`config.mk`:
```
export PLATFORM = sky130hd
export DESIGN_NAME = bresenham_line_stepper_unit_flat
export DESIGN_NICKNAME = d
export VERILOG_FILES = /design/src/design/blsu_pkg.sv /design/src/design/blsu_ifs.sv /design/src/design/blsu_pix_addr.sv /design/src/design/bresenham_line_stepper_unit.sv /design/src/flat_wrapper.sv
export SDC_FILE = /design/constraint.sdc
export NUM_CORES = 1
export LEC_CHECK = 0
export BUFFER_PORTS_ARGS = -buffer_cell sky130_fd_sc_hd__buf_2
export CAP_MARGIN = 20
export CORE_MARGIN = 5
export CORE_UTILIZATION = 64
export CTS_BUF_LIST = sky130_fd_sc_hd__clkbuf_8 sky130_fd_sc_hd__clkbuf_16
export CTS_CLUSTER_DIAMETER = 50
export DETAILED_ROUTE_END_ITERATION = 10
export GPL_TIMING_DRIVEN = 0
export MAX_ROUTING_LAYER = met4
export PLACE_DENSITY = 0.84
export SLEW_MARGIN = 20
export SYNTH_ARGS = -nofsm -noshare
export SYNTH_HDL_FRONTEND = slang
export SYNTH_SLANG_ARGS = --single-unit
```
`constraint.sdc`:
```
create_clock -name clk -period 11.1 [get_ports clk]
set_input_delay 2.775 -clock clk [delete_from_list [all_inputs] [get_ports clk]]
set_output_delay 2.775 -clock clk [all_outputs]
set_load 0.01 [all_outputs]
```
`src/design/blsu_pkg.sv`:
```
`default_nettype none

package blsu_pkg;

	localparam int COORD_BITS_DEF = 16;
	localparam int CLIP_BITS      = 12;
	localparam int BPP_BITS       = 7;
	localparam int STRIDE_BITS    = 16;
	localparam int ADDR_BITS      = 28;
	localparam int BYTE_BITS      = 8;
	localparam int BYTE_SHIFT     = $clog2(BYTE_BITS);
	localparam int REG_IDX_BITS   = 3;
	localparam int WR_DATA_BITS   = 16;

	localparam logic [CLIP_BITS-1:0]   CLIP_LEFT_RST   = CLIP_BITS'(0);
	localparam logic [CLIP_BITS-1:0]   CLIP_RIGHT_RST  = CLIP_BITS'(1920);
	localparam logic [CLIP_BITS-1:0]   CLIP_HEIGHT_RST = CLIP_BITS'(1080);
	localparam logic [BPP_BITS-1:0]    BPP_RST         = BPP_BITS'(32);
	localparam logic [STRIDE_BITS-1:0] ROW_STRIDE_RST  = STRIDE_BITS'(7680);

	typedef enum logic {
		CMD_START = 1'b0,
		CMD_STEP  = 1'b1
	} blsu_cmd_t;

	typedef enum logic [REG_IDX_BITS-1:0] {
		REG_CLIP_LEFT   = 3'd0,
		REG_CLIP_RIGHT  = 3'd1,
		REG_CLIP_HEIGHT = 3'd2,
		REG_BPP         = 3'd3,
		REG_ROW_STRIDE  = 3'd4
	} blsu_reg_idx_t;

	typedef struct packed {
		logic [CLIP_BITS-1:0]   clip_left;
		logic [CLIP_BITS-1:0]   clip_right;
		logic [CLIP_BITS-1:0]   clip_height;
		logic [BPP_BITS-1:0]    bpp;
		logic [STRIDE_BITS-1:0] row_stride;
	} blsu_cfg_t;

endpackage

`default_nettype wire

```
`src/design/blsu_ifs.sv`:
```
`default_nettype none

interface blsu_req_if #(
	parameter int COORD_BITS = blsu_pkg::COORD_BITS_DEF
);
	logic                         valid;
	logic                         ready;
	logic                         cmd;
	logic signed [COORD_BITS-1:0] start_x;
	logic signed [COORD_BITS-1:0] start_y;
	logic signed [COORD_BITS-1:0] end_x;
	logic signed [COORD_BITS-1:0] end_y;

	modport source (output valid, cmd, start_x, start_y, end_x, end_y, input ready);
	modport sink   (input valid, cmd, start_x, start_y, end_x, end_y, output ready);
endinterface

interface blsu_rsp_if #(
	parameter int COORD_BITS = blsu_pkg::COORD_BITS_DEF
);
	logic                              valid;
	logic                              ready;
	logic signed [COORD_BITS-1:0]      pixel_x;
	logic signed [COORD_BITS-1:0]      pixel_y;
	logic [blsu_pkg::ADDR_BITS-1:0]    pixel_address;
	logic                              visible;
	logic                              last;

	modport source (output valid, pixel_x, pixel_y, pixel_address, visible, last, input ready);
	modport sink   (input valid, pixel_x, pixel_y, pixel_address, visible, last, output ready);
endinterface

`default_nettype wire

```
`src/design/blsu_pix_addr.sv`:
```
`default_nettype none

module blsu_pix_addr #(
	parameter int COORD_BITS = blsu_pkg::COORD_BITS_DEF
) (
	input  logic                              live,
	input  logic signed [COORD_BITS-1:0]      px,
	input  logic signed [COORD_BITS-1:0]      py,
	input  blsu_pkg::blsu_cfg_t               cfg,
	output logic                              visible,
	output logic [blsu_pkg::ADDR_BITS-1:0]    address
);
	import blsu_pkg::*;

	localparam int XW = COORD_BITS + 1;

	logic signed [XW-1:0]                  x_e;
	logic signed [XW-1:0]                  y_e;
	logic signed [XW-1:0]                  left_e;
	logic signed [XW-1:0]                  right_e;
	logic signed [XW-1:0]                  height_e;
	logic                                  in_win;
	logic [CLIP_BITS+BPP_BITS-1:0]         x_prod;
	logic [CLIP_BITS+BPP_BITS-1:0]         x_bytes;
	logic [CLIP_BITS+STRIDE_BITS-1:0]      y_prod;
	logic [ADDR_BITS-1:0]                  sum;

	assign x_e      = XW'(px);
	assign y_e      = XW'(py);
	assign left_e   = $signed(XW'(cfg.clip_left));
	assign right_e  = $signed(XW'(cfg.clip_right));
	assign height_e = $signed(XW'(cfg.clip_height));

	assign in_win = (x_e > left_e) && (x_e < right_e) &&
		!y_e[XW-1] && (y_e != '0) && (y_e < height_e);

	// inside the window both coordinates fit the clip width
	assign x_prod  = px[CLIP_BITS-1:0] * cfg.bpp;
	assign x_bytes = x_prod >> BYTE_SHIFT;
	assign y_prod  = py[CLIP_BITS-1:0] * cfg.row_stride;
	assign sum     = ADDR_BITS'(x_bytes) + ADDR_BITS'(y_prod);

	assign visible = live && in_win;
	assign address = visible ? sum : '0;

endmodule

`default_nettype wire

```
`src/design/bresenham_line_stepper_unit.sv`:
```
// Bresenham line stepper.
// Channel req carries requests: cmd START loads start and end points and
// produces no result; cmd STEP produces exactly one result on rsp.
// Each STEP result carries the current point, a clip-window visible flag,
// its framebuffer byte address (zero when not visible) and a last flag,
// then the point moves one step toward the end point. The end point is
// never drawn: the STEP that reaches it, and any STEP with no line
// loaded, returns last set and visible clear.
// A STEP result is registered and shows on rsp in the cycle after the
// STEP is accepted. Throughput: one request per cycle while rsp does not
// stall, set by the error-term update that feeds the next step.
// A result register sits between the two sides: req.ready is high while
// that register is empty or being taken in the same cycle, so a stalled
// receiver holds the result and back-pressures req after one STEP.
// Reset clears the line state (no line loaded) and loads the default clip
// window 0..1920 x 0..1080, 32 bits per pixel and a 7680-byte row stride.
// Configuration writes on wr_en/wr_index/wr_data are for idle periods.
`default_nettype none

module bresenham_line_stepper_unit #(
	parameter int COORD_BITS = blsu_pkg::COORD_BITS_DEF
) (
	input  logic                                 clk,
	input  logic                                 arst_n,
	input  logic                                 wr_en,
	input  logic [blsu_pkg::REG_IDX_BITS-1:0]    wr_index,
	input  logic [blsu_pkg::WR_DATA_BITS-1:0]    wr_data,
	blsu_req_if.sink                             req,
	blsu_rsp_if.source                           rsp
);
	import blsu_pkg::*;

	localparam int CW  = COORD_BITS;
	localparam int DW  = COORD_BITS + 1;
	localparam int EW  = COORD_BITS + 3;
	localparam int E2W = COORD_BITS + 4;

	blsu_cfg_t cfg_q;

	logic signed [CW-1:0] cur_x_q, cur_y_q, tgt_x_q, tgt_y_q;
	logic [DW-1:0]        dx_q, dy_q;
	logic                 sxn_q, syn_q;
	logic signed [EW-1:0] err_q;
	logic                 active_q;

	logic                 out_valid_q;
	logic signed [CW-1:0] out_x_q, out_y_q;
	logic [ADDR_BITS-1:0] out_addr_q;
	logic                 out_vis_q, out_last_q;

	logic                  fire, is_step, at_end, live;
	logic signed [CW-1:0]  ax, ay, bx, by;
	logic signed [DW-1:0]  diff_x, diff_y;
	logic                  x_fwd, y_fwd;
	logic [DW-1:0]         new_dx, new_dy;
	logic signed [EW-1:0]  new_err;
	logic signed [E2W-1:0] e2, dx_s, dy_s, err_sum;
	logic                  move_x, move_y;
	logic signed [CW-1:0]  nxt_x, nxt_y;
	logic                  pix_vis;
	logic [ADDR_BITS-1:0]  pix_addr;

	assign req.ready = !out_valid_q || rsp.ready;
	assign fire      = req.valid && req.ready;
	assign is_step   = (req.cmd == CMD_STEP);
	assign at_end    = (cur_x_q == tgt_x_q) && (cur_y_q == tgt_y_q);
	assign live      = active_q && !at_end;

	assign ax = req.start_x;
	assign ay = req.start_y;
	assign bx = req.end_x;
	assign by = req.end_y;

	always_comb begin
		diff_x  = DW'(bx) - DW'(ax);
		diff_y  = DW'(by) - DW'(ay);
		x_fwd   = (ax < bx);
		y_fwd   = (ay < by);
		new_dx  = x_fwd ? unsigned'(diff_x) : unsigned'(-diff_x);
		new_dy  = y_fwd ? unsigned'(diff_y) : unsigned'(-diff_y);
		new_err = $signed({2'b00, new_dx}) - $signed({2'b00, new_dy});
	end

	always_comb begin
		e2      = $signed({err_q, 1'b0});
		dx_s    = $signed({3'b000, dx_q});
		dy_s    = $signed({3'b000, dy_q});
		move_x  = (e2 > -dy_s);
		move_y  = (e2 < dx_s);
		err_sum = E2W'(err_q);
		if (move_x) begin
			err_sum = err_sum - dy_s;
		end
		if (move_y) begin
			err_sum = err_sum + dx_s;
		end
		nxt_x = cur_x_q;
		nxt_y = cur_y_q;
		if (move_x) begin
			nxt_x = sxn_q ? cur_x_q - 1'b1 : cur_x_q + 1'b1;
		end
		if (move_y) begin
			nxt_y = syn_q ? cur_y_q - 1'b1 : cur_y_q + 1'b1;
		end
	end

	blsu_pix_addr #(
		.COORD_BITS(COORD_BITS)
	) u_pix_addr (
		.live    (live),
		.px      (cur_x_q),
		.py      (cur_y_q),
		.cfg     (cfg_q),
		.visible (pix_vis),
		.address (pix_addr)
	);

	always_ff @(posedge clk or negedge arst_n) begin
		if (!arst_n) begin
			cfg_q.clip_left   <= CLIP_LEFT_RST;
			cfg_q.clip_right  <= CLIP_RIGHT_RST;
			cfg_q.clip_height <= CLIP_HEIGHT_RST;
			cfg_q.bpp         <= BPP_RST;
			cfg_q.row_stride  <= ROW_STRIDE_RST;
		end else if (wr_en) begin
			case (wr_index)
				REG_CLIP_LEFT:   cfg_q.clip_left   <= wr_data[CLIP_BITS-1:0];
				REG_CLIP_RIGHT:  cfg_q.clip_right  <= wr_data[CLIP_BITS-1:0];
				REG_CLIP_HEIGHT: cfg_q.clip_height <= wr_data[CLIP_BITS-1:0];
				REG_BPP:         cfg_q.bpp         <= wr_data[BPP_BITS-1:0];
				REG_ROW_STRIDE:  cfg_q.row_stride  <= wr_data[STRIDE_BITS-1:0];
				default: ;
			endcase
		end
	end

	always_ff @(posedge clk or negedge arst_n) begin
		if (!arst_n) begin
			cur_x_q  <= '0;
			cur_y_q  <= '0;
			tgt_x_q  <= '0;
			tgt_y_q  <= '0;
			dx_q     <= '0;
			dy_q     <= '0;
			sxn_q    <= 1'b0;
			syn_q    <= 1'b0;
			err_q    <= '0;
			active_q <= 1'b0;
		end else if (fire) begin
			if (!is_step) begin
				cur_x_q  <= ax;
				cur_y_q  <= ay;
				tgt_x_q  <= bx;
				tgt_y_q  <= by;
				dx_q     <= new_dx;
				dy_q     <= new_dy;
				sxn_q    <= !x_fwd;
				syn_q    <= !y_fwd;
				err_q    <= new_err;
				active_q <= 1'b1;
			end else if (active_q) begin
				if (at_end) begin
					active_q <= 1'b0;
				end else begin
					cur_x_q <= nxt_x;
					cur_y_q <= nxt_y;
					err_q   <= err_sum[EW-1:0];
				end
			end
		end
	end

	always_ff @(posedge clk or negedge arst_n) begin
		if (!arst_n) begin
			out_valid_q <= 1'b0;
		end else if (fire && is_step) begin
			out_valid_q <= 1'b1;
		end else if (rsp.ready) begin
			out_valid_q <= 1'b0;
		end
	end

	always_ff @(posedge clk) begin
		if (fire && is_step) begin
			out_x_q    <= cur_x_q;
			out_y_q    <= cur_y_q;
			out_addr_q <= pix_addr;
			out_vis_q  <= pix_vis;
			out_last_q <= !live;
		end
	end

	assign rsp.valid         = out_valid_q;
	assign rsp.pixel_x       = out_x_q;
	assign rsp.pixel_y       = out_y_q;
	assign rsp.pixel_address = out_addr_q;
	assign rsp.visible       = out_vis_q;
	assign rsp.last          = out_last_q;

	a_vis_not_last: assert property (@(posedge clk) disable iff (!arst_n)
		(out_valid_q && out_vis_q) |-> !out_last_q)
		else $error("visible result marked last");

	a_hidden_addr_zero: assert property (@(posedge clk) disable iff (!arst_n)
		(out_valid_q && !out_vis_q) |-> (out_addr_q == '0))
		else $error("hidden result with nonzero address");

	a_start_arms: assert property (@(posedge clk) disable iff (!arst_n)
		(fire && !is_step) |=> (active_q && !$rose(out_valid_q)))
		else $error("start did not arm line or produced a result");

	a_idle_holds: assert property (@(posedge clk) disable iff (!arst_n)
		(fire && is_step && !active_q) |=>
			($stable(cur_x_q) && $stable(cur_y_q) && out_last_q && !active_q))
		else $error("step without line changed state");

	a_end_clears: assert property (@(posedge clk) disable iff (!arst_n)
		(fire && is_step && active_q && at_end) |=> (!active_q && out_last_q))
		else $error("end point step did not close the line");

endmodule

`default_nettype wire

```
`src/flat_wrapper.sv`:
```
// flat-port wrapper written by rule: the top's interface ports become plain ports
module bresenham_line_stepper_unit_flat import blsu_pkg::*;
#(
	parameter int COORD_BITS = blsu_pkg::COORD_BITS_DEF
)
  (clk, arst_n, wr_en, wr_index, wr_data, req_valid, req_cmd, req_start_x, req_start_y, req_end_x, req_end_y, req_ready, rsp_valid, rsp_pixel_x, rsp_pixel_y, rsp_pixel_address, rsp_visible, rsp_last, rsp_ready);
  blsu_req_if #(.COORD_BITS(COORD_BITS)) req_i ();
  blsu_rsp_if #(.COORD_BITS(COORD_BITS)) rsp_i ();
  input  logic clk;
  input  logic arst_n;
  input  logic wr_en;
  input  logic [blsu_pkg::REG_IDX_BITS-1:0] wr_index;
  input  logic [blsu_pkg::WR_DATA_BITS-1:0] wr_data;
  input wire logic [$bits(req_i.valid)-1:0] req_valid;
  input wire logic [$bits(req_i.cmd)-1:0] req_cmd;
  input wire logic [$bits(req_i.start_x)-1:0] req_start_x;
  input wire logic [$bits(req_i.start_y)-1:0] req_start_y;
  input wire logic [$bits(req_i.end_x)-1:0] req_end_x;
  input wire logic [$bits(req_i.end_y)-1:0] req_end_y;
  output wire logic [$bits(req_i.ready)-1:0] req_ready;
  output wire logic [$bits(rsp_i.valid)-1:0] rsp_valid;
  output wire logic [$bits(rsp_i.pixel_x)-1:0] rsp_pixel_x;
  output wire logic [$bits(rsp_i.pixel_y)-1:0] rsp_pixel_y;
  output wire logic [$bits(rsp_i.pixel_address)-1:0] rsp_pixel_address;
  output wire logic [$bits(rsp_i.visible)-1:0] rsp_visible;
  output wire logic [$bits(rsp_i.last)-1:0] rsp_last;
  input wire logic [$bits(rsp_i.ready)-1:0] rsp_ready;
  assign req_i.valid = req_valid;
  assign req_i.cmd = req_cmd;
  assign req_i.start_x = req_start_x;
  assign req_i.start_y = req_start_y;
  assign req_i.end_x = req_end_x;
  assign req_i.end_y = req_end_y;
  assign req_ready = req_i.ready;
  assign rsp_valid = rsp_i.valid;
  assign rsp_pixel_x = rsp_i.pixel_x;
  assign rsp_pixel_y = rsp_i.pixel_y;
  assign rsp_pixel_address = rsp_i.pixel_address;
  assign rsp_visible = rsp_i.visible;
  assign rsp_last = rsp_i.last;
  assign rsp_i.ready = rsp_ready;
  bresenham_line_stepper_unit #(.COORD_BITS(COORD_BITS)) u_core (.clk(clk), .arst_n(arst_n), .wr_en(wr_en), .wr_index(wr_index), .wr_data(wr_data), .req(req_i), .rsp(rsp_i));
endmodule
```
==> impl_metrics.ini <==
[synth]
synth.distinct_cells = 77
yosysTopAreaCell = fa_1
synthArstFlopShare_pct = 74.4
synthCells = 3006
synthFlopType = dfrtp_1
yosysMostFrequentCell = nand2_1
ys_seq_area_share_pct = 23.9
syn_avg_cell_area_sq_um = 8.87
synth-edff-count = 62
synth_nets = 3597
netlist_top_cells_count = 389 x nand2_1, 385 x inv_1, 291 x ha_1, 211 x fa_1, 167 x dfrtp_1
yosys_warnings = 0
syn_area_sq_um = 26700
synth.top_cell.area_share_pct = 15.8
synth-seq-cells = 242
synth_area_leaders = fa_1 16%, dfrtp_1 16%, ha_1 14%

[cells_and_area]
post-route-util_pct = 71.9
fin_area_sq_um = 29500
nNetsFinal = 3792
final_cell_count_no_fill = 3762
area_growth_syn_to_layout_pct = 10.5
fill_cells = 3047
drive_gt1_share_pct = 9.70

[place]
place_area_sq_um = 28200
portBuffers = 152
post-place-cells = 3694
place.gp.congestion = 0.967
post-dp-hpwl_mm = 63.7

[worst_setup_path]
worstSetupPathType = reg2reg
cp_max_fo = 9
startpoint_type = flip-flop
crit_slowest_cell = o41ai_1
critPathCaptureType = flip-flop
slowest_delay_ps = 600
cp.arrival_ps = 10690
cp.required_ps = 11380
crit_top_cell = fa_1

[sta]
skew_ps = 37.1
period_minus_slack_ps = 10410
rsz0062_at_grt = false
setup_viol = 0
clock.fmax_mhz = 96.0
final.setup.tns_ps = 0
timing.final.crit_share_pct = 93.8
relSlewSlack_pct = 30.2
finalMaxSlewViolations = 0
tightestPinTransition_ps = 1030
hold_viol_final = 0

[outcome]
status = finished clean

[floorplanning]
die_area_sq_um = 45900
rows = 74
initial_core_util_pct = 65.0
boundaryPins = 153
fp.dieW_microns = 214
core-area_sq_um = 41000
die_y_microns = 214

[clock_network]
cts_setup_buffers = 0
cts_max_level = 2
clock-sinks = 242
clk_latency_ps = 570
cts_tree = built
cts_made_buffers = 37
holdBufCountCts = 0
cts.clk_slew.worst_paths_ps = 60
cts_root_buffer = clkbuf_16
cts_resized = 0
clock_path_buffers = 3

[global_routing]
antenna_found_initial = 1
overflow = 0
grt_max_degree = 95
grt_pass1_wl_mm = 128
track_usage_pct = 35.9
grt_pass1_vias = 24000

[route]
num_vias = 23300
antenna_left = 0
viasPerCell = 6.19
drc = 0
wirelength_mm = 80.8
drt-initial-drc-count = 1986
drt-pass1-iter-count = 8
post_drt_wl_per_cell_microns = 21.5

[flow_run]
drv_cap = 0

[hold_path]
hold_path.class = reg2reg
cell families (layout without fill, tap and decap cells):
family	count (synthesis)	after routing	synth area share, %
and+or+nand+nor	952	952	16.9
AOI/OAI and AO/OA	545	545	13.1
adders and majority gates	502	502	29.5
buffers and inverters	492	714	6.93
DFF	242	242	23.9
xor gates and xnor gates	190	190	6.24
muxes	83	83	3.40
other	0	2	0
routing by layer:
metal  global-route usage, %  vias up  wire length, microns  part of all wire (%)
li1                        -    10500                     -                     -
met3                    6.37      324                  6910                   8.6
met1                    44.2    11300                 31500                    39
met2                    56.3     1135                 37000                    46
met5                       -        -                     0                     0
met4                    20.2        0                  5470                   6.8
state kept, by name, summed over array words and instances (netlist names):
register,flops
u_core.rsp.valid,1
u_core.cur_x_q,16
u_core.dy_q,17
u_core.dx_q,17
u_core.rsp.pixel_x,16
u_core.tgt_x_q,16
u_core.active_q,1
u_core.cur_y_q,16
u_core.tgt_y_q,16
u_core.err_q,19
u_core.rsp.last,1
u_core.cfg_q,59
u_core.rsp.visible,1
u_core.rsp.pixel_y,16
u_core.syn_q,1
u_core.rsp.pixel_address,28
u_core.sxn_q,1
final cells by class:
class	count	area, sq um	area share [%]
Tap cell	532	666	2.26
Clock inverter	25	239	0.811
Antenna cell	2	5.00	0.0170
Inverter	387	1450	4.93
Multi-Input combinational cell	2272	18500	62.6
Clock buffer	41	1030	3.48
Sequential cell	242	6380	21.7
Buffer	105	397	1.35
Timing Repair Buffer	156	853	2.89
placed cells by master (no fill, tap or decap), drive strengths merged, types with 28 or more instances in the layout:
| master | Yosys | routed |
|---|---|---|
| clkbuf | 99 | 140 |
| xnor2 | 106 | 106 |
| ha | 291 | 291 |
| nand2 | 389 | 389 |
| nor4 | 28 | 28 |
| mux2 | 61 | 61 |
| inv | 386 | 398 |
| fa | 211 | 211 |
| nor3 | 51 | 51 |
| nor2 | 158 | 158 |
| dfrtp | 167 | 167 |
| o21ai | 155 | 155 |
| buf | 6 | 162 |
| a21oi | 143 | 143 |
| and2 | 153 | 153 |
| xor2 | 84 | 84 |
| edfxtp | 62 | 62 |
| a21o | 43 | 43 |
| nand3 | 40 | 40 |
| nor2b | 33 | 33 |
final timing paths:
| kind | cells after the start | start | slack (ps) | to |
|---|---|---|---|---|
| max | 33 | u_core.cur_x_q[2] | 690 | u_core.rsp.pixel_address[24] |
| min | 2 | u_core.dy_q[12] | 490 | u_core.dy_q[12] |
| max reg2reg | 33 | u_core.cur_x_q[2] | 690 | u_core.rsp.pixel_address[24] |
| min reg2reg | 2 | u_core.dy_q[12] | 490 | u_core.dy_q[12] |
| max in group asynchronous | 2 | arst_n | 7930 | u_core.cur_y_q[5] |
| min in group asynchronous | 1 | arst_n | 2220 | u_core.dx_q[10] |
worst max-delay path: cells and delay by family (launching register included):
| family | cells | cell delay, ps |
|---|---|---|
| simple gates | 4 | 900 |
| compound gates | 13 | 3630 |
| xor+xnor | 1 | 160 |
| flops | 1 | 540 |
| fa+ha+maj | 10 | 4230 |
| buf+inv | 5 | 660 |
through the flow:
step	worst slack [ps]	hold slack [ps]
final	688	487
after global routing	205	507
after CTS	811	484
after detailed placement	887	475
after global placement	1100	468
after floorplan	2410	423
Power is left out: the tool's default activity adds up to more than one toggle a clock period on the data nets, which glitch-free logic cannot reach.
